### config.mk
export PLATFORM = sky130hd
export DESIGN_NAME = door_contact_qualifier
export DESIGN_NICKNAME = d
export VERILOG_FILES = /design/src/rtl/core/dcq_pkg.sv /design/src/rtl/core/dcq_cfg.sv /design/src/rtl/core/dcq_front.sv /design/src/rtl/core/dcq_queue.sv /design/src/rtl/core/dcq_back.sv /design/src/rtl/core/door_contact_qualifier.sv
export SDC_FILE = /design/constraint.sdc
export NUM_CORES = 1
export LEC_CHECK = 0
export ABC_CLOCK_PERIOD_IN_PS = 3700
export BUFFER_PORTS_ARGS = -buffer_cell sky130_fd_sc_hd__buf_4
export CAP_MARGIN = 30
export CORE_ASPECT_RATIO = 1.1
export CORE_MARGIN = 5
export CORE_UTILIZATION = 59
export CTS_CLUSTER_DIAMETER = 40
export CTS_CLUSTER_SIZE = 25
export DETAILED_ROUTE_END_ITERATION = 10
export PLACE_DENSITY = 0.9
export SYNTH_ARGS = -nofsm -noshare
export SYNTH_HDL_FRONTEND = slang
export SYNTH_SLANG_ARGS = --single-unit
### constraint.sdc
create_clock -name i_clk -period 3.7 [get_ports i_clk]
set_input_delay 0.74 -clock i_clk [delete_from_list [all_inputs] [get_ports i_clk]]
set_output_delay 0.74 -clock i_clk [all_outputs]
set_load 0.03 [all_outputs]
### src/rtl/core/dcq_pkg.sv
// Shared types and constants for the door contact qualifier.
package dcq_pkg;

    localparam int TIMER_BITS  = 16;
    localparam int MAX_SAMPLES = 64;
    localparam int CNT_W       = 7;
    localparam int ADDR_W      = 5;
    localparam int QDEPTH      = 2;
    localparam int QPTR_W      = (QDEPTH > 1) ? $clog2(QDEPTH) : 1;
    localparam int QLVL_W      = $clog2(QDEPTH + 1);

    localparam logic [TIMER_BITS-1:0] TIMER_MAX = {TIMER_BITS{1'b1}};
    localparam logic [CNT_W-1:0] SAMPLES_CAP = CNT_W'(MAX_SAMPLES);

    // register indexes (byte address 4*index)
    localparam logic [2:0] REG_DEBOUNCE = 3'd0;
    localparam logic [2:0] REG_CONFIRM  = 3'd1;
    localparam logic [2:0] REG_INTERVAL = 3'd2;
    localparam logic [2:0] REG_SCOUNT   = 3'd3;
    localparam logic [2:0] REG_LOWMIN   = 3'd4;

    // door_event codes
    localparam logic [1:0] EV_NONE   = 2'd0;
    localparam logic [1:0] EV_OPENED = 2'd1;
    localparam logic [1:0] EV_CLOSED = 2'd2;

    typedef struct packed {
        logic [15:0]      debounce;
        logic [15:0]      confirm_delay;
        logic [15:0]      interval;
        logic [CNT_W-1:0] sample_count;
        logic [CNT_W-1:0] low_min;
    } t_cfg;

    // one classified tick as it travels from front to back
    typedef struct packed {
        logic pin;
        logic edge_ok;
    } t_tick;

endpackage

### src/rtl/core/dcq_cfg.sv
// APB register file holding the qualifier settings.
module dcq_cfg (
    input  logic                      i_clk,
    input  logic                      i_rst_n,
    input  logic                      i_psel,
    input  logic                      i_penable,
    input  logic                      i_pwrite,
    input  logic [dcq_pkg::ADDR_W-1:0] i_paddr,
    input  logic [31:0]               i_pwdata,
    output logic [31:0]               o_prdata,
    output dcq_pkg::t_cfg             o_cfg
);
    import dcq_pkg::*;

    t_cfg       r_cfg;
    logic       s_wr;
    logic [2:0] s_idx;

    assign s_wr  = i_psel && i_penable && i_pwrite;
    assign s_idx = i_paddr[4:2];

    always_ff @(posedge i_clk) begin
        if (!i_rst_n) begin
            r_cfg.debounce      <= 16'd50;
            r_cfg.confirm_delay <= 16'd100;
            r_cfg.interval      <= 16'd10;
            r_cfg.sample_count  <= CNT_W'(10);
            r_cfg.low_min       <= CNT_W'(8);
        end else if (s_wr) begin
            case (s_idx)
                REG_DEBOUNCE: r_cfg.debounce      <= i_pwdata[15:0];
                REG_CONFIRM:  r_cfg.confirm_delay <= i_pwdata[15:0];
                REG_INTERVAL: r_cfg.interval      <= i_pwdata[15:0];
                REG_SCOUNT:   r_cfg.sample_count  <= i_pwdata[CNT_W-1:0];
                REG_LOWMIN:   r_cfg.low_min       <= i_pwdata[CNT_W-1:0];
                default: ;
            endcase
        end
    end

    always_comb begin
        case (s_idx)
            REG_DEBOUNCE: o_prdata = {16'd0, r_cfg.debounce};
            REG_CONFIRM:  o_prdata = {16'd0, r_cfg.confirm_delay};
            REG_INTERVAL: o_prdata = {16'd0, r_cfg.interval};
            REG_SCOUNT:   o_prdata = {{(32-CNT_W){1'b0}}, r_cfg.sample_count};
            REG_LOWMIN:   o_prdata = {{(32-CNT_W){1'b0}}, r_cfg.low_min};
            default:      o_prdata = 32'd0;
        endcase
    end

    assign o_cfg = r_cfg;

endmodule

### src/rtl/core/dcq_front.sv
// Front end: edge detection and debounce check on each accepted tick.
module dcq_front (
    input  logic           i_clk,
    input  logic           i_rst_n,
    input  logic           i_accept,
    input  logic           i_pin,
    input  logic [15:0]    i_debounce,
    output dcq_pkg::t_tick o_tick
);
    import dcq_pkg::*;

    logic                  r_prev_pin;
    logic [TIMER_BITS-1:0] r_since;
    logic [TIMER_BITS-1:0] s_since_inc;
    logic                  s_edge_ok;

    assign s_since_inc = (r_since != TIMER_MAX) ? r_since + 1'b1 : r_since;
    assign s_edge_ok   = (i_pin != r_prev_pin) &&
                         ((s_since_inc >= TIMER_BITS'(i_debounce)) ||
                          (s_since_inc == TIMER_MAX));

    always_ff @(posedge i_clk) begin
        if (!i_rst_n) begin
            r_prev_pin <= 1'b1;
            r_since    <= '0;
        end else if (i_accept) begin
            r_prev_pin <= i_pin;
            r_since    <= s_edge_ok ? '0 : s_since_inc;
        end
    end

    assign o_tick.pin     = i_pin;
    assign o_tick.edge_ok = s_edge_ok;

endmodule

### src/rtl/core/dcq_queue.sv
// Short FIFO of classified ticks between front and back.
module dcq_queue (
    input  logic                       i_clk,
    input  logic                       i_rst_n,
    input  logic                       i_push,
    input  dcq_pkg::t_tick             i_data,
    input  logic                       i_pop,
    output dcq_pkg::t_tick             o_data,
    output logic                       o_empty,
    output logic                       o_full,
    output logic [dcq_pkg::QLVL_W-1:0] o_level
);
    import dcq_pkg::*;

    t_tick             r_mem [QDEPTH];
    logic [QPTR_W-1:0] r_wptr;
    logic [QPTR_W-1:0] r_rptr;
    logic [QLVL_W-1:0] r_level;

    function automatic logic [QPTR_W-1:0] ptr_inc(input logic [QPTR_W-1:0] p);
        ptr_inc = (p == QPTR_W'(QDEPTH - 1)) ? '0 : p + 1'b1;
    endfunction

    always_ff @(posedge i_clk) begin
        if (i_push) begin
            r_mem[r_wptr] <= i_data;
        end
    end

    always_ff @(posedge i_clk) begin
        if (!i_rst_n) begin
            r_wptr  <= '0;
            r_rptr  <= '0;
            r_level <= '0;
        end else begin
            if (i_push) r_wptr <= ptr_inc(r_wptr);
            if (i_pop)  r_rptr <= ptr_inc(r_rptr);
            if (i_push && !i_pop)      r_level <= r_level + 1'b1;
            else if (i_pop && !i_push) r_level <= r_level - 1'b1;
        end
    end

    assign o_data  = r_mem[r_rptr];
    assign o_empty = (r_level == '0);
    assign o_full  = (r_level == QLVL_W'(QDEPTH));
    assign o_level = r_level;

endmodule

### src/rtl/core/dcq_back.sv
// Back end: confirmation sequencer and registered result stage.
module dcq_back (
    input  logic           i_clk,
    input  logic           i_rst_n,
    input  dcq_pkg::t_cfg  i_cfg,
    input  dcq_pkg::t_tick i_tick,
    input  logic           i_tick_avail,
    output logic           o_pop,
    output logic           o_valid,
    input  logic           i_ready,
    output logic [1:0]     o_event,
    output logic           o_closed
);
    import dcq_pkg::*;

    typedef enum logic [1:0] {PH_IDLE, PH_DELAY, PH_SAMPLE} t_phase;

    t_phase                r_phase, n_phase;
    logic                  r_pending, n_pending;
    logic [TIMER_BITS-1:0] r_timer, n_timer;
    logic [CNT_W-1:0]      r_taken, n_taken;
    logic [CNT_W-1:0]      r_low, n_low;
    logic                  r_closed, n_closed;
    logic [1:0]            r_event, n_event;
    logic                  r_valid;

    logic [CNT_W-1:0]      s_count;
    logic [15:0]           s_iv;
    logic                  s_pend;
    logic                  s_decide_closed;

    assign o_pop   = i_tick_avail && (!r_valid || i_ready);
    assign s_count = (i_cfg.sample_count > SAMPLES_CAP) ? SAMPLES_CAP : i_cfg.sample_count;
    assign s_iv    = (i_cfg.interval == 16'd0) ? 16'd1 : i_cfg.interval;
    assign s_pend  = r_pending || i_tick.edge_ok;
    assign s_decide_closed = (r_low >= i_cfg.low_min);

    always_comb begin
        n_phase   = r_phase;
        n_pending = s_pend;
        n_timer   = r_timer;
        n_taken   = r_taken;
        n_low     = r_low;
        n_closed  = r_closed;
        n_event   = EV_NONE;
        case (r_phase)
            PH_IDLE: begin
                if (s_pend) begin
                    n_pending = 1'b0;
                    n_phase   = PH_DELAY;
                    n_timer   = TIMER_BITS'(i_cfg.confirm_delay);
                end
            end
            PH_DELAY: begin
                if (r_timer == '0) begin
                    n_phase = PH_SAMPLE;
                    n_taken = '0;
                    n_low   = '0;
                    if (s_count != '0) begin
                        n_taken = CNT_W'(1);
                        n_low   = CNT_W'(!i_tick.pin);
                        n_timer = TIMER_BITS'(s_iv - 16'd1);
                    end
                end else begin
                    n_timer = r_timer - 1'b1;
                end
            end
            PH_SAMPLE: begin
                if (r_timer != '0) begin
                    n_timer = r_timer - 1'b1;
                end else if (r_taken < s_count) begin
                    n_taken = r_taken + 1'b1;
                    n_low   = r_low + CNT_W'(!i_tick.pin);
                    n_timer = TIMER_BITS'(s_iv - 16'd1);
                end else begin
                    if (s_decide_closed != r_closed) begin
                        n_closed = s_decide_closed;
                        n_event  = s_decide_closed ? EV_CLOSED : EV_OPENED;
                    end
                    n_phase = PH_IDLE;
                    n_timer = '0;
                end
            end
            default: n_phase = PH_IDLE;
        endcase
    end

    always_ff @(posedge i_clk) begin
        if (!i_rst_n) begin
            r_phase   <= PH_IDLE;
            r_pending <= 1'b0;
            r_timer   <= '0;
            r_taken   <= '0;
            r_low     <= '0;
            r_closed  <= 1'b1;
            r_event   <= EV_NONE;
            r_valid   <= 1'b0;
        end else if (o_pop) begin
            r_phase   <= n_phase;
            r_pending <= n_pending;
            r_timer   <= n_timer;
            r_taken   <= n_taken;
            r_low     <= n_low;
            r_closed  <= n_closed;
            r_event   <= n_event;
            r_valid   <= 1'b1;
        end else if (i_ready) begin
            r_valid   <= 1'b0;
        end
    end

    assign o_valid  = r_valid;
    assign o_event  = r_event;
    assign o_closed = r_closed;

endmodule

### src/rtl/core/door_contact_qualifier.sv
// Top level of the door contact qualifier: front, tick queue, back, registers.
//
//  channel   direction  payload (low bit first)               handshake
//  s         in         tdata[0] pin_level                    i_s_tvalid/o_s_tready
//  m         out        tdata[1:0] door_event, [2] closed     o_m_tvalid/i_m_tready
//  apb       in/out     5 settings at byte address 4*index    psel/penable, pready=1
//
// One tick per clock sustained while the m channel takes results; each result is
// registered: its tick passes through the queue, then the result register.
// The two-entry tick queue lets the front keep taking ticks while a result
// stalls; o_s_tready drops only when the queue is full.
// Synchronous active-low reset; settings return to their defaults, door closed.
module door_contact_qualifier (
    input  logic                       i_clk,
    input  logic                       i_rst_n,
    input  logic                       i_s_tvalid,
    output logic                       o_s_tready,
    input  logic [7:0]                 i_s_tdata,   // [0] pin_level
    output logic                       o_m_tvalid,
    input  logic                       i_m_tready,
    output logic [7:0]                 o_m_tdata,   // [1:0] door_event, [2] door_closed
    input  logic                       i_psel,
    input  logic                       i_penable,
    input  logic                       i_pwrite,
    input  logic [dcq_pkg::ADDR_W-1:0] i_paddr,
    input  logic [31:0]                i_pwdata,
    output logic [31:0]                o_prdata,
    output logic                       o_pready
);
    import dcq_pkg::*;

    t_cfg              s_cfg;
    t_tick             s_front_tick;
    t_tick             s_back_tick;
    logic              s_accept;
    logic              s_pop;
    logic              s_empty;
    logic              s_full;
    logic [QLVL_W-1:0] s_level;
    logic [1:0]        s_event;
    logic              s_closed;

    assign o_pready   = 1'b1;
    assign o_s_tready = !s_full;
    assign s_accept   = i_s_tvalid && !s_full;

    dcq_cfg u_cfg (
        .i_clk     (i_clk),
        .i_rst_n   (i_rst_n),
        .i_psel    (i_psel),
        .i_penable (i_penable),
        .i_pwrite  (i_pwrite),
        .i_paddr   (i_paddr),
        .i_pwdata  (i_pwdata),
        .o_prdata  (o_prdata),
        .o_cfg     (s_cfg)
    );

    dcq_front u_front (
        .i_clk      (i_clk),
        .i_rst_n    (i_rst_n),
        .i_accept   (s_accept),
        .i_pin      (i_s_tdata[0]),
        .i_debounce (s_cfg.debounce),
        .o_tick     (s_front_tick)
    );

    dcq_queue u_queue (
        .i_clk   (i_clk),
        .i_rst_n (i_rst_n),
        .i_push  (s_accept),
        .i_data  (s_front_tick),
        .i_pop   (s_pop),
        .o_data  (s_back_tick),
        .o_empty (s_empty),
        .o_full  (s_full),
        .o_level (s_level)
    );

    dcq_back u_back (
        .i_clk        (i_clk),
        .i_rst_n      (i_rst_n),
        .i_cfg        (s_cfg),
        .i_tick       (s_back_tick),
        .i_tick_avail (!s_empty),
        .o_pop        (s_pop),
        .o_valid      (o_m_tvalid),
        .i_ready      (i_m_tready),
        .o_event      (s_event),
        .o_closed     (s_closed)
    );

    assign o_m_tdata = {5'd0, s_closed, s_event};

    a_closed_event: assert property (@(posedge i_clk) disable iff (!i_rst_n)
        (o_m_tvalid && s_event == EV_CLOSED) |-> s_closed)
        else $error("closed event without closed state");

    a_opened_event: assert property (@(posedge i_clk) disable iff (!i_rst_n)
        (o_m_tvalid && s_event == EV_OPENED) |-> !s_closed)
        else $error("opened event with closed state");

    a_state_change: assert property (@(posedge i_clk) disable iff (!i_rst_n)
        (s_closed != $past(s_closed)) |-> (s_event != EV_NONE))
        else $error("door state changed without an event");

    a_queue_level: assert property (@(posedge i_clk) disable iff (!i_rst_n)
        (s_level <= QLVL_W'(QDEPTH)) && !(s_pop && s_empty))
        else $error("tick queue level out of range");

endmodule
==> results of run 1 <==
worst max-delay path: stages (launching register included):
cell	delay (ns)
dfxtp_1	0.43
and4_1	0.34
nand4_1	0.23
nor2_1	0.20
xnor2_1	0.14
and2_1	0.30
inv_1	0.10
ha_1	0.32
nand2_1	0.05
o21ai_0	0.25
a211oi_1	0.08
or3_1	0.38
o21a_2	0.22
a32o_1	0.28
cells by family after synthesis:
| kind of cell | after synthesis | share of synthesized area (%) |
|---|---|---|
| adders and majority gates | 44 | 7.173 |
| AOI/OAI and AO/OA | 239 | 19.29 |
| buffers and inverters | 121 | 7.303 |
| xor gates and xnor gates | 39 | 4.451 |
| muxes | 46 | 6.081 |
| DFF | 125 | 33.13 |
| other | 2 | 0.09785 |
| and+or+nand+nor | 368 | 22.48 |
per-layer routing:
layer,routed length (um),up-vias
met5,0,-
met4,763,0
li1,-,3509
met1,8468,3526
met2,10480,396
met3,1723,75
final cells by class:
class	count	area (um^2)	share of cell area (%)
Sequential cell	125	2544	29.21
Timing Repair Buffer	68	510.5	5.863
Multi-Input combinational cell	758	4661	53.53
Inverter	40	150.1	1.724
Clock buffer	23	488.0	5.604
Tap cell	157	196.4	2.256
Clock inverter	9	157.7	1.811
per-stage QoR:
step / setup slack [ns] / hold slack, ns / instance area, um^2 / power, uW
global route: 0.07644 / 0.5029 / 8707 / 5264
detailed placement: 0.2103 / 0.4590 / 8059 / 3160
global placement: 0.3130 / 0.4474 / 8059 / 3128
CTS: 0.1665 / 0.4726 / 8705 / 4995
finish: 0.2696 / 0.4745 / 8707 / 5022
floorplan: 0.3196 / 0.4442 / 7750 / 2795
report_power, final:
group	leakage (uW)	internal, uW	switching [uW]
Sequential	0.00102	1470	124
Combinational	0.00228	559	1050
Clock	0.000310	1200	614
Total	0.00361	3230	1790
registers in the layout (all words and copies together), names as in the netlist, 2 cells and up, named ones only:
register         cells
u_back.r_taken       7
u_queue.o_level      2
u_back.r_phase       2
u_back.r_low         7
u_front.r_since     16
u_back.o_event       2
u_cfg.o_cfg         62
u_back.r_timer      16
u_queue.r_mem        4
path summary, 6_finish.rpt:
check | end | slack, ns | cells after the start | startpoint
hold / removal | u_back.o_event[1] | 0.47 | 2 | u_back.o_event[1]
setup / recovery | u_front.r_since[1] | 0.27 | 13 | u_front.r_since[8]
setup reg to reg | u_front.r_since[1] | 0.27 | 13 | u_front.r_since[8]
hold reg to reg | u_back.o_event[1] | 0.47 | 2 | u_back.o_event[1]
Yosys cell counts, types with 5 or more instances:
cell type and number:
inv_1 38, nand2_1 145, nor4_1 12, buf_2 6, o21a_1 6, nor2_1 85
a21oi_1 113, ha_1 44, clkbuf_1 46, a32o_1 10, nor3_1 12, nand3_1 31
buf_4 24, nand2b_1 9, a211oi_1 7, and2_1 6, mux2i_1 41, o211ai_1 20
a21o_1 6, xor2_1 15, dfxtp_1 121, a31oi_1 6, nand4_1 22, or3_1 9
or4_1 5, o21ai_0 30, o22ai_1 9, mux2_2 5, and3_1 8, xnor2_1 24
o2111ai_1 7
==> qor.csv, run 1 <==
stage,metric,value,unit
finish,nets_finish,1106,
pwr,power.ir.vdd_worst,299.9,uV
setup_path,worst-endpoint-arrival,3.75,ns
timing,max_slew_margin,44.53,%
grt,grt-busiest-layer,met2,
min_path,worstHoldPathType,flip-flop to flip-flop,
synth,synth_enable_flop_cells,4,
pwr,power_density_over_the_cells,576.8,nW/um^2
timing,final.period_utilization,92.71,%
floorplanning,dieHeight,129.6,um
finish,final-instance-count-excl-fill,1180,
grt,use_met1,32.92,%
synth,synthArstFlopShare,0,%
timing,finalSetupViolCount,0,
clocking,ctsLongestPathBuffers,2,
placement,dp_hpwl,14.53,mm
clocking,hold_buffers,0,
grt,use_met3,5.718,%
grt,overflow,0,
clocking,clk_root_buffer_cell,clkbuf_16,
placement,finalWeightedCongestion,0.9474,
finish,most-common-layout-cells,"145 x nand2_1, 120 x dfxtp_1, 113 x a21oi_1",
placement,place.detailed.instances,1148,
finish,mostFrequentLayoutCell,nand2_1,
route,drt-pass1-iter-count,7,
setup_path,startpoint_type,flip-flop,
setup_path,timing.critical_path.required,4.01,ns
run_status,run_status,"finished, final reports clean",
route,final_antenna_net_count,0,
synth,netlist_top_cells_area,"dfxtp_1 32%, a21oi_1 7.4%, ha_1 7.2%, nand2_1 7.1%, mux2i_1 5.3%",
finish,postLayoutCoreUtil,68.58,%
route,drc,0,
clocking,cts.repair_timing.setup_buffer_count,0,
finish,areaGrowthSynthToFinish,13.45,%
route,drt_wl_total,21.43,mm
route,dr_total_vias,7506,
clocking,cts.htree.levels,4,
timing,fin_setup_tns,0,ns
grt,globalRouteMet2Util,46.39,%
setup_path,capturing_element_type_of_the_critical_path,flip-flop,
grt,grt_antenna_before_repair,0,
synth,synthesis.area_per_instance,7.800,um^2
clocking,cts_resized,0,
grt,track_usage,27.29,%
flow_run,max_cap_viol_count,0,
route,first_iteration_detailed_routing_drc_count,683,
timing,worst_pin_slew,0.8312,ns
route,avgRoutedWirePerCell,18.16,um
clocking,number_of_buffers_added_by_the_clock_tree_synthesis_step,17,
synth,count_of_unique_library_cells_instantiated_by_yosys,63,
timing,skew,0.007489,ns
floorplanning,core_region_area,12700,um^2
grt,grt_pass1_vias,6936,
setup_path,critPathMaxFanout,9,
floorplanning,die_area,15390,um^2
synth,yosys.area.top_type_share,31.56,%
synth,yosys_warnings,0,
timing,max_clock_freq,0.2915,GHz
synth,synth_sequential_area_ratio,33.13,%
finish,antenna-diode-count,0,
timing,rsz0062_at_grt,false,
grt,maximum_number_of_pins_on_one_net_before_global_route_repair,69,
synth,synth_area,7675,um^2
floorplanning,die_width,118.7,um
clocking,insertion_delay,0.43,ns
clocking,cts.clk_slew.worst_paths,0.06,ns
synth,post_synth_inst_count,984,
pwr,power.static_leakage,0.003607,uW
clocking,cts_num_sinks,125,
clocking,tritoncts,done,
floorplanning,i_o_pin_cnt,95,
floorplanning,rows,43,
synth,synth_top_area_cell,dfxtp_1,
timing,fin_crit,3.430,ns
placement,port_buffers,47,
timing,finalMaxSlewViolations,0,
route,via_per_inst,6.361,
finish,layout-drive-gt1-share,11.73,%
setup_path,critPathKind,flip-flop to flip-flop,
floorplanning,initial_core_util,60.45,%
finish,filler_cell_count,954,
synth,postSynthRegisterBits,125,
timing,report.final.hold_viol_count,0,
grt,wire_length_of_the_first_global_routing_pass,34.15,mm
synth,yosys_most_used_dff,dfxtp_1,
Note: power is estimated with default switching activity, not from simulation.
==> run 2, diff against run 1 <==
--- a/config.mk
+++ b/config.mk
@@ -5,7 +5,7 @@
 export SDC_FILE = /design/constraint.sdc
 export NUM_CORES = 1
 export LEC_CHECK = 0
-export ABC_CLOCK_PERIOD_IN_PS = 3700
+export ABC_CLOCK_PERIOD_IN_PS = 3300
 export BUFFER_PORTS_ARGS = -buffer_cell sky130_fd_sc_hd__buf_4
 export CAP_MARGIN = 30
 export CORE_ASPECT_RATIO = 1.1
==> constraint.sdc (replaced) <==
create_clock -name i_clk -period 3.3 [get_ports i_clk]
set_input_delay 0.66 -clock i_clk [delete_from_list [all_inputs] [get_ports i_clk]]
set_output_delay 0.66 -clock i_clk [all_outputs]
set_load 0.03 [all_outputs]
==> run 2 against run 1 <==
Global-route usage fell by 0.42 points. Critical path depth rose by 1. Fmax rose by 8.1%. Sequential power rose by 11%. First-iteration DRC count rose by 21%. Worst hold slack got worse by 0.027 ns. Sequential share of layout area fell by 0.40 points. Register-to-register slack got worse by 0.14 ns. Sequential cell count did not move. Count of clock-buffer cells in the layout fell by 2. Critical path type unchanged. Largest cell class unchanged. Largest power group is now combinational cells. Highest routed layer unchanged.
==> qor.csv, run 2 (synthesized netlist as in run 1, its figures left out) <==
stage,metric,value,unit
run_status,run_status,"finished, final reports clean",
placement,port_buffers,47,
clocking,insertion_delay,0.43,ns
grt,grt_antenna_before_repair,0,
setup_path,capturing_element_type_of_the_critical_path,flip-flop,
min_path,worstHoldPathType,input port to flip-flop,
finish,mostFrequentLayoutCell,nand2_1,
grt,use_met3,6.155,%
finish,ff_latch_area,2542,um^2
clocking,cts_num_sinks,125,
floorplanning,core_region_area,12700,um^2
route,drc,0,
finish,filler_cell_count,952,
floorplanning,die_area,15390,um^2
grt,maximum_number_of_pins_on_one_net_before_global_route_repair,41,
finish,postLayoutCoreUtil,69.49,%
floorplanning,die_width,118.7,um
grt,wire_length_of_the_first_global_routing_pass,33.41,mm
timing,final.period_utilization,96.14,%
finish,layout-drive-gt1-share,13.68,%
flow_run,max_cap_viol_count,0,
setup_path,startpoint_type,flip-flop,
route,final_antenna_net_count,0,
finish,antenna-diode-count,0,
setup_path,worst-endpoint-arrival,3.51,ns
timing,max_clock_freq,0.3152,GHz
route,first_iteration_detailed_routing_drc_count,828,
clocking,cts.clk_slew.worst_paths,0.05,ns
route,dr_total_vias,7405,
timing,report.final.hold_viol_count,0,
pwr,power_density_over_the_cells,606.4,nW/um^2
clocking,cts.htree.levels,4,
route,drt-pass1-iter-count,5,
timing,fin_setup_tns,0,ns
pwr,pwr-share-comb,33.6,%
timing,skew,0.005987,ns
timing,timing.final.ws_setup,0.1275,ns
grt,grt-busiest-layer,met2,
timing,worst_pin_slew,0.8171,ns
grt,globalRouteMet2Util,45.38,%
finish,largest_register_ff_count,62,
floorplanning,i_o_pin_cnt,95,
pwr,power.switching,1975,uW
finish,nets_finish,1129,
pwr,power.share.sequential,33.3,%
clocking,tritoncts,done,
setup_path,critPathKind,flip-flop to flip-flop,
grt,overflow,0,
route,drt_wl_total,20.58,mm
pwr,power.static_leakage,0.003696,uW
timing,worst_hold_slack,0.4475,ns
grt,use_met1,32.76,%
timing,max_slew_margin,45.02,%
grt,track_usage,26.88,%
finish,areaGrowthSynthToFinish,14.97,%
placement,pre_cts_ws,0.08047,ns
floorplanning,dieHeight,129.6,um
pwr,power.ir.vdd_worst,462.6,uV
timing,finalMaxSlewViolations,0,
grt,grt_pass1_vias,7104,
clocking,clk_root_buffer_cell,clkbuf_16,
setup_path,timing.critical_path.required,3.64,ns
finish,most-common-layout-cells,"145 x nand2_1, 121 x dfxtp_1, 113 x a21oi_1",
finish,area_of_the_multi_input_gates,4690,um^2
route,avgRoutedWirePerCell,17.12,um
placement,finalWeightedCongestion,0.9445,
pwr,power.share.switching,36.91,%
pwr,power_frac_clock,33.1,%
setup_path,critPathMaxFanout,6,
route,via_per_inst,6.161,
placement,dp_hpwl,14.55,mm
floorplanning,initial_core_util,60.45,%
pwr,post-layout-total-power,5350,uW
floorplanning,rows,43,
clocking,hold_buffers,0,
clocking,ctsLongestPathBuffers,2,
pwr,cell_internal_pwr,3376,uW
timing,finalSetupViolCount,0,
timing,fin_crit,3.172,ns
clocking,number_of_buffers_added_by_the_clock_tree_synthesis_step,17,
[run 2: changes by cell type in the layout (fill, tap and decap cells not counted), moves of 2 or more]
cell,previous run,this run
clkinvlp_4,2,5
o21ai_0,30,27
buf_4,68,91
bufinv_16,4,1
clkinv_2,1,3
o21ai_1,0,3
[run 2: routing by layer]
layer	part of all wire, %	routed length, um
met1	40	8333
met2	48	9894
met3	8.3	1699
met4	3.2	650
met5	0	0
[run 2: cell type report]
class                      instances  area share, %
multi-input combinational        758          53.15
sequential                       125          28.81
timing repair buffer              91          7.742
clock buffer                      21          5.332
tap                              157          2.226
inverter                          40          1.702
clock inverter                    10          1.035
[run 2: power by group through the flow]
stage | Sequential, uW | Clock [uW] | Combinational, uW
after global routing | 1800 | 1860 | 2000
after floorplan | 1790 | 0 | 1350
after detailed placement | 1810 | 0 | 1740
after global placement | 1800 | 0 | 1710
after CTS | 1780 | 1780 | 1760
final | 1780 | 1770 | 1800
[run 2: worst max-delay path, stage by stage, from the launching register on]
cell	delay, ns
dfxtp_1	0.33
ha_2	0.18
buf_4	0.15
nand3_1	0.16
o21ai_1	0.21
o21ai_0	0.15
ha_1	0.31
a21o_1	0.19
a2111oi_2	0.34
o21ai_1	0.13
a211oi_1	0.24
or3_1	0.16
o21a_1	0.23
inv_2	0.09
a211oi_1	0.23
[run 2: what timing repair did]
action                                  CTS  global route
endpoints found under the setup margin    0            18
setup buffers                             0             1
endpoints found under the hold margin     0             0
gates resized for setup                   0             8
[run 2: worst paths after layout]
path	from	to	slack [ns]	depth (start not counted)
min	i_s_tdata[0]	u_queue.r_mem[1][1]	0.45	1
min reg2reg	u_back.o_event[0]	u_back.o_event[0]	0.46	2
max reg2reg	u_front.r_since[0]	u_front.r_since[8]	0.13	14
max	u_front.r_since[0]	u_front.r_since[8]	0.13	14
[run 2: stage by stage]
stage / instances / cell area, um^2
final: 1202 / 8823
after CTS: 1201 / 8788
after floorplan: 1004 / 7754
after global routing: 1202 / 8823
after global placement: 1170 / 8227
after detailed placement: 1170 / 8227
==> run 3, diff against run 2 <==
--- a/config.mk
+++ b/config.mk
@@ -5,16 +5,17 @@
 export SDC_FILE = /design/constraint.sdc
 export NUM_CORES = 1
 export LEC_CHECK = 0
-export ABC_CLOCK_PERIOD_IN_PS = 3300
+export ABC_CLOCK_PERIOD_IN_PS = 2700
 export BUFFER_PORTS_ARGS = -buffer_cell sky130_fd_sc_hd__buf_4
 export CAP_MARGIN = 30
 export CORE_ASPECT_RATIO = 1.1
 export CORE_MARGIN = 5
-export CORE_UTILIZATION = 59
+export CORE_UTILIZATION = 54
 export CTS_CLUSTER_DIAMETER = 40
 export CTS_CLUSTER_SIZE = 25
 export DETAILED_ROUTE_END_ITERATION = 10
-export PLACE_DENSITY = 0.9
+export PLACE_DENSITY = 0.87
 export SYNTH_ARGS = -nofsm -noshare
 export SYNTH_HDL_FRONTEND = slang
+export SYNTH_HIERARCHICAL = 1
 export SYNTH_SLANG_ARGS = --single-unit
==> constraint.sdc (replaced) <==
create_clock -name i_clk -period 2.7 [get_ports i_clk]
set_input_delay 0.54 -clock i_clk [delete_from_list [all_inputs] [get_ports i_clk]]
set_output_delay 0.54 -clock i_clk [all_outputs]
set_load 0.03 [all_outputs]
==> run 3 against run 2 <==
The flow now finishes with violations (negative setup slack). Count of clock-buffer cells in the layout shrank 1. Power is 14% higher. Sequential cell count did not move. Utilization shrank 2.1 points. Sequential share of layout area fell by 2.5 points. Combinational power is essentially flat. First-iteration DRC count rose by 1.9%. Clock power increased by 25%. Critical path type unchanged. Critical endpoint is now u_front/r_since[1].
==> qor.csv, run 3 <==
stage,metric,value,unit
grt,overflow,0,
placement,pre_cts_ws,-0.7434,ns
finish,most-common-layout-cells,"152 x buf_4, 118 x dfxtp_1, 115 x nand2_1",
placement,port_buffers,47,
timing,fin_crit,3.489,ns
synth,yosys_warnings,6,
placement,placed_area,8934,um^2
grt,wire_length_of_the_first_global_routing_pass,36.94,mm
synth,count_of_unique_library_cells_instantiated_by_yosys,85,
clocking,number_of_buffers_added_by_the_clock_tree_synthesis_step,17,
setup_path,worst-endpoint-arrival,3.80,ns
timing,finalSetupViolCount,18,
flow_run,max_cap_viol_count,0,
floorplanning,rows,46,
clocking,insertion_delay,0.42,ns
setup_path,reg2reg_depth,16,
synth,netlist_top_cells_area,"dfxtp_1 31%, mux2i_1 7.0%, ha_1 6.5%, nand2_1 5.5%, buf_4 3.1%",
synth,post-synth-top-count-cell,dfxtp_1,
finish,antenna-diode-count,0,
timing,max_slew_margin,57.15,%
setup_path,critPathKind,flip-flop to flip-flop,
grt,maximum_number_of_pins_on_one_net_before_global_route_repair,73,
floorplanning,initial_core_util,54.90,%
route,dr_total_vias,7768,
finish,area_of_the_multi_input_gates,4913,um^2
setup_path,capturing_element_type_of_the_critical_path,flip-flop,
placement,place.detailed.instances,1200,
floorplanning,die_width,125.3,um
run_status,run_status,finished with violations,
setup_path,startpoint_type,flip-flop,
floorplanning,core_region_area,14390,um^2
synth,yosys-top-cells-count,"121 x dfxtp_1, 116 x nand2_1, 55 x mux2i_1",
timing,skew,0.007855,ns
run_status,failed_checks,negative setup slack,
clocking,ctsLongestPathBuffers,2,
clocking,cts.htree.levels,4,
synth,synth_sequential_area_ratio,32.18,%
timing,worst_pin_slew,0.6422,ns
synth,yosys.area.top_type_share,30.66,%
floorplanning,i_o_pin_cnt,95,
finish,ff_latch_area,2551,um^2
grt,track_usage,26.49,%
grt,grt_antenna_before_repair,0,
timing,fin_setup_tns,-13.48,ns
synth,synth_enable_flop_cells,4,
finish,mostFrequentLayoutCell,buf_4,
synth,synthesis.area_per_instance,8.662,um^2
timing,finalMaxSlewViolations,0,
synth,synthArstFlopShare,0,%
finish,areaGrowthSynthToFinish,22.68,%
setup_path,timing.critical_path.required,3.01,ns
clocking,cts.clk_slew.worst_paths,0.05,ns
setup_path,reg2reg_to,u_front/r_since[1],
synth,postSynthRegisterBits,125,
synth,synth_area,7900,um^2
clocking,cts_num_sinks,125,
placement,dp_hpwl,16.05,mm
timing,rsz0062_at_grt,true,
synth,post_synth_inst_count,912,
floorplanning,die_area,17150,um^2
pwr,power.ir.vdd_worst,530.9,uV
clocking,clk_root_buffer_cell,clkbuf_16,
clocking,hold_buffers,0,
placement,finalWeightedCongestion,0.9232,
min_path,hold-path-endpoint,u_queue/r_mem[0][1],
min_path,worstHoldPathCells,1,
route,drt-pass1-iter-count,5,
synth,synth_top_area_cell,dfxtp_1,
route,via_per_inst,6.249,
setup_path,reg2reg_from,u_front/r_since[1],
clocking,tritoncts,done,
finish,final-instance-count-excl-fill,1243,
timing,timing.final.ws_setup,-0.7886,ns
finish,post-route-cell-area,9692,um^2
finish,layout-drive-gt1-share,23.60,%
setup_path,critPathMaxFanout,5,
route,first_iteration_detailed_routing_drc_count,844,
min_path,worstHoldPathType,input port to flip-flop,
finish,largest_register_ff_count,62,
finish,nets_finish,1131,
timing,report.final.hold_viol_count,0,
min_path,hold_path_startpoint,i_s_tdata[0],
grt,grt_pass1_vias,7353,
setup_path,regToRegSetupSlack,-0.79,ns
timing,final.period_utilization,129.2,%
timing,max_clock_freq,0.2866,GHz
pwr,power_density_over_the_cells,629.5,nW/um^2
route,drc,0,
route,drt_wl_total,23.71,mm
route,final_antenna_net_count,0,
finish,filler_cell_count,1039,
timing,worst_hold_slack,0.3302,ns
route,avgRoutedWirePerCell,19.07,um
floorplanning,dieHeight,136.9,um
synth,yosys_most_used_dff,dfxtp_1,
pwr,power.static_leakage,0.004221,uW
## run 3: how the worst max path moves through the flow
| stage | start | to | slack (ns) | depth (start not counted) |
|---|---|---|---|---|
| after global routing | u_front/r_since[1] | u_front/r_since[13] | -0.91 | 16 |
| after CTS | u_front/r_since[1] | u_front/r_since[12] | -0.74 | 16 |
| after global placement | u_front/r_since[1] | u_front/r_since[4] | -0.66 | 16 |
| after detailed placement | u_front/r_since[1] | u_front/r_since[1] | -0.74 | 16 |
| after floorplan | u_front/r_since[0] | u_front/r_since[12] | -0.75 | 17 |
| final | u_front/r_since[1] | u_front/r_since[1] | -0.79 | 16 |
## run 3: routing by layer
metal / wire (um) / track usage [%]
met2: 11310 / 44.50
met5: 0 / 0
met1: 9483 / 32.82
met4: 1004 / 12.17
met3: 1915 / 5.543
## run 3: area by class of cell
cell class	count	share of cell area [%]
Multi-Input combinational cell	685	50.70
Sequential cell	125	26.32
Timing Repair Buffer	157	12.54
Clock buffer	20	4.712
Tap cell	192	2.479
Inverter	52	2.014
Clock inverter	12	1.239
## run 3: report_power, final
group | switching [uW] | leakage, uW | internal (uW)
Sequential | 117 | 0.00102 | 1980
Combinational | 1060 | 0.00292 | 718
Clock | 827 | 0.000277 | 1390
## run 3: kinds of logic (layout without fill, tap and decap cells)
family                   count (synthesis)  in the layout  share of synthesized area (%)
AND/OR/NAND/NOR                        306            306                          21.14
AO/OA/AOI/OAI                          203            204                          17.77
flip-flops                             125            125                          32.18
buffers and inverters                  122            241                          8.204
multiplexers                            78             78                          10.29
adder cells (fa/ha/maj)                 41             41                          6.493
XOR/XNOR                                34             34                          3.769
other                                    3             22                         0.1425
## run 3: stage by stage
step	utilization (%)	power, uW
3_3_place_gp	62.09	3766
3_5_place_dp	62.09	3819
4_1_cts	66.68	6042
2_1_floorplan	-	3294
6_report	67.36	6101
5_1_grt	67.36	6362
## run 3: repair_timing
action	CTS	global route
pin swaps	6	7
setup endpoints to repair	19	33
resized for setup	3	20
setup buffers	8	2
cloned	1	0
## run 3: critical path, cell delays in order (launching register included)
cell	delay, ns
dfxtp_4	0.36
ha_4	0.13
nand4_1	0.09
or2_1	0.25
or4_4	0.46
nand2_4	0.11
nor2_2	0.05
xor2_1	0.15
ha_1	0.31
o211ai_1	0.09
or3_1	0.35
o31a_1	0.29
o21ai_1	0.13
a31o_2	0.17
a21oi_4	0.10
buf_6	0.16
a22o_1	0.18
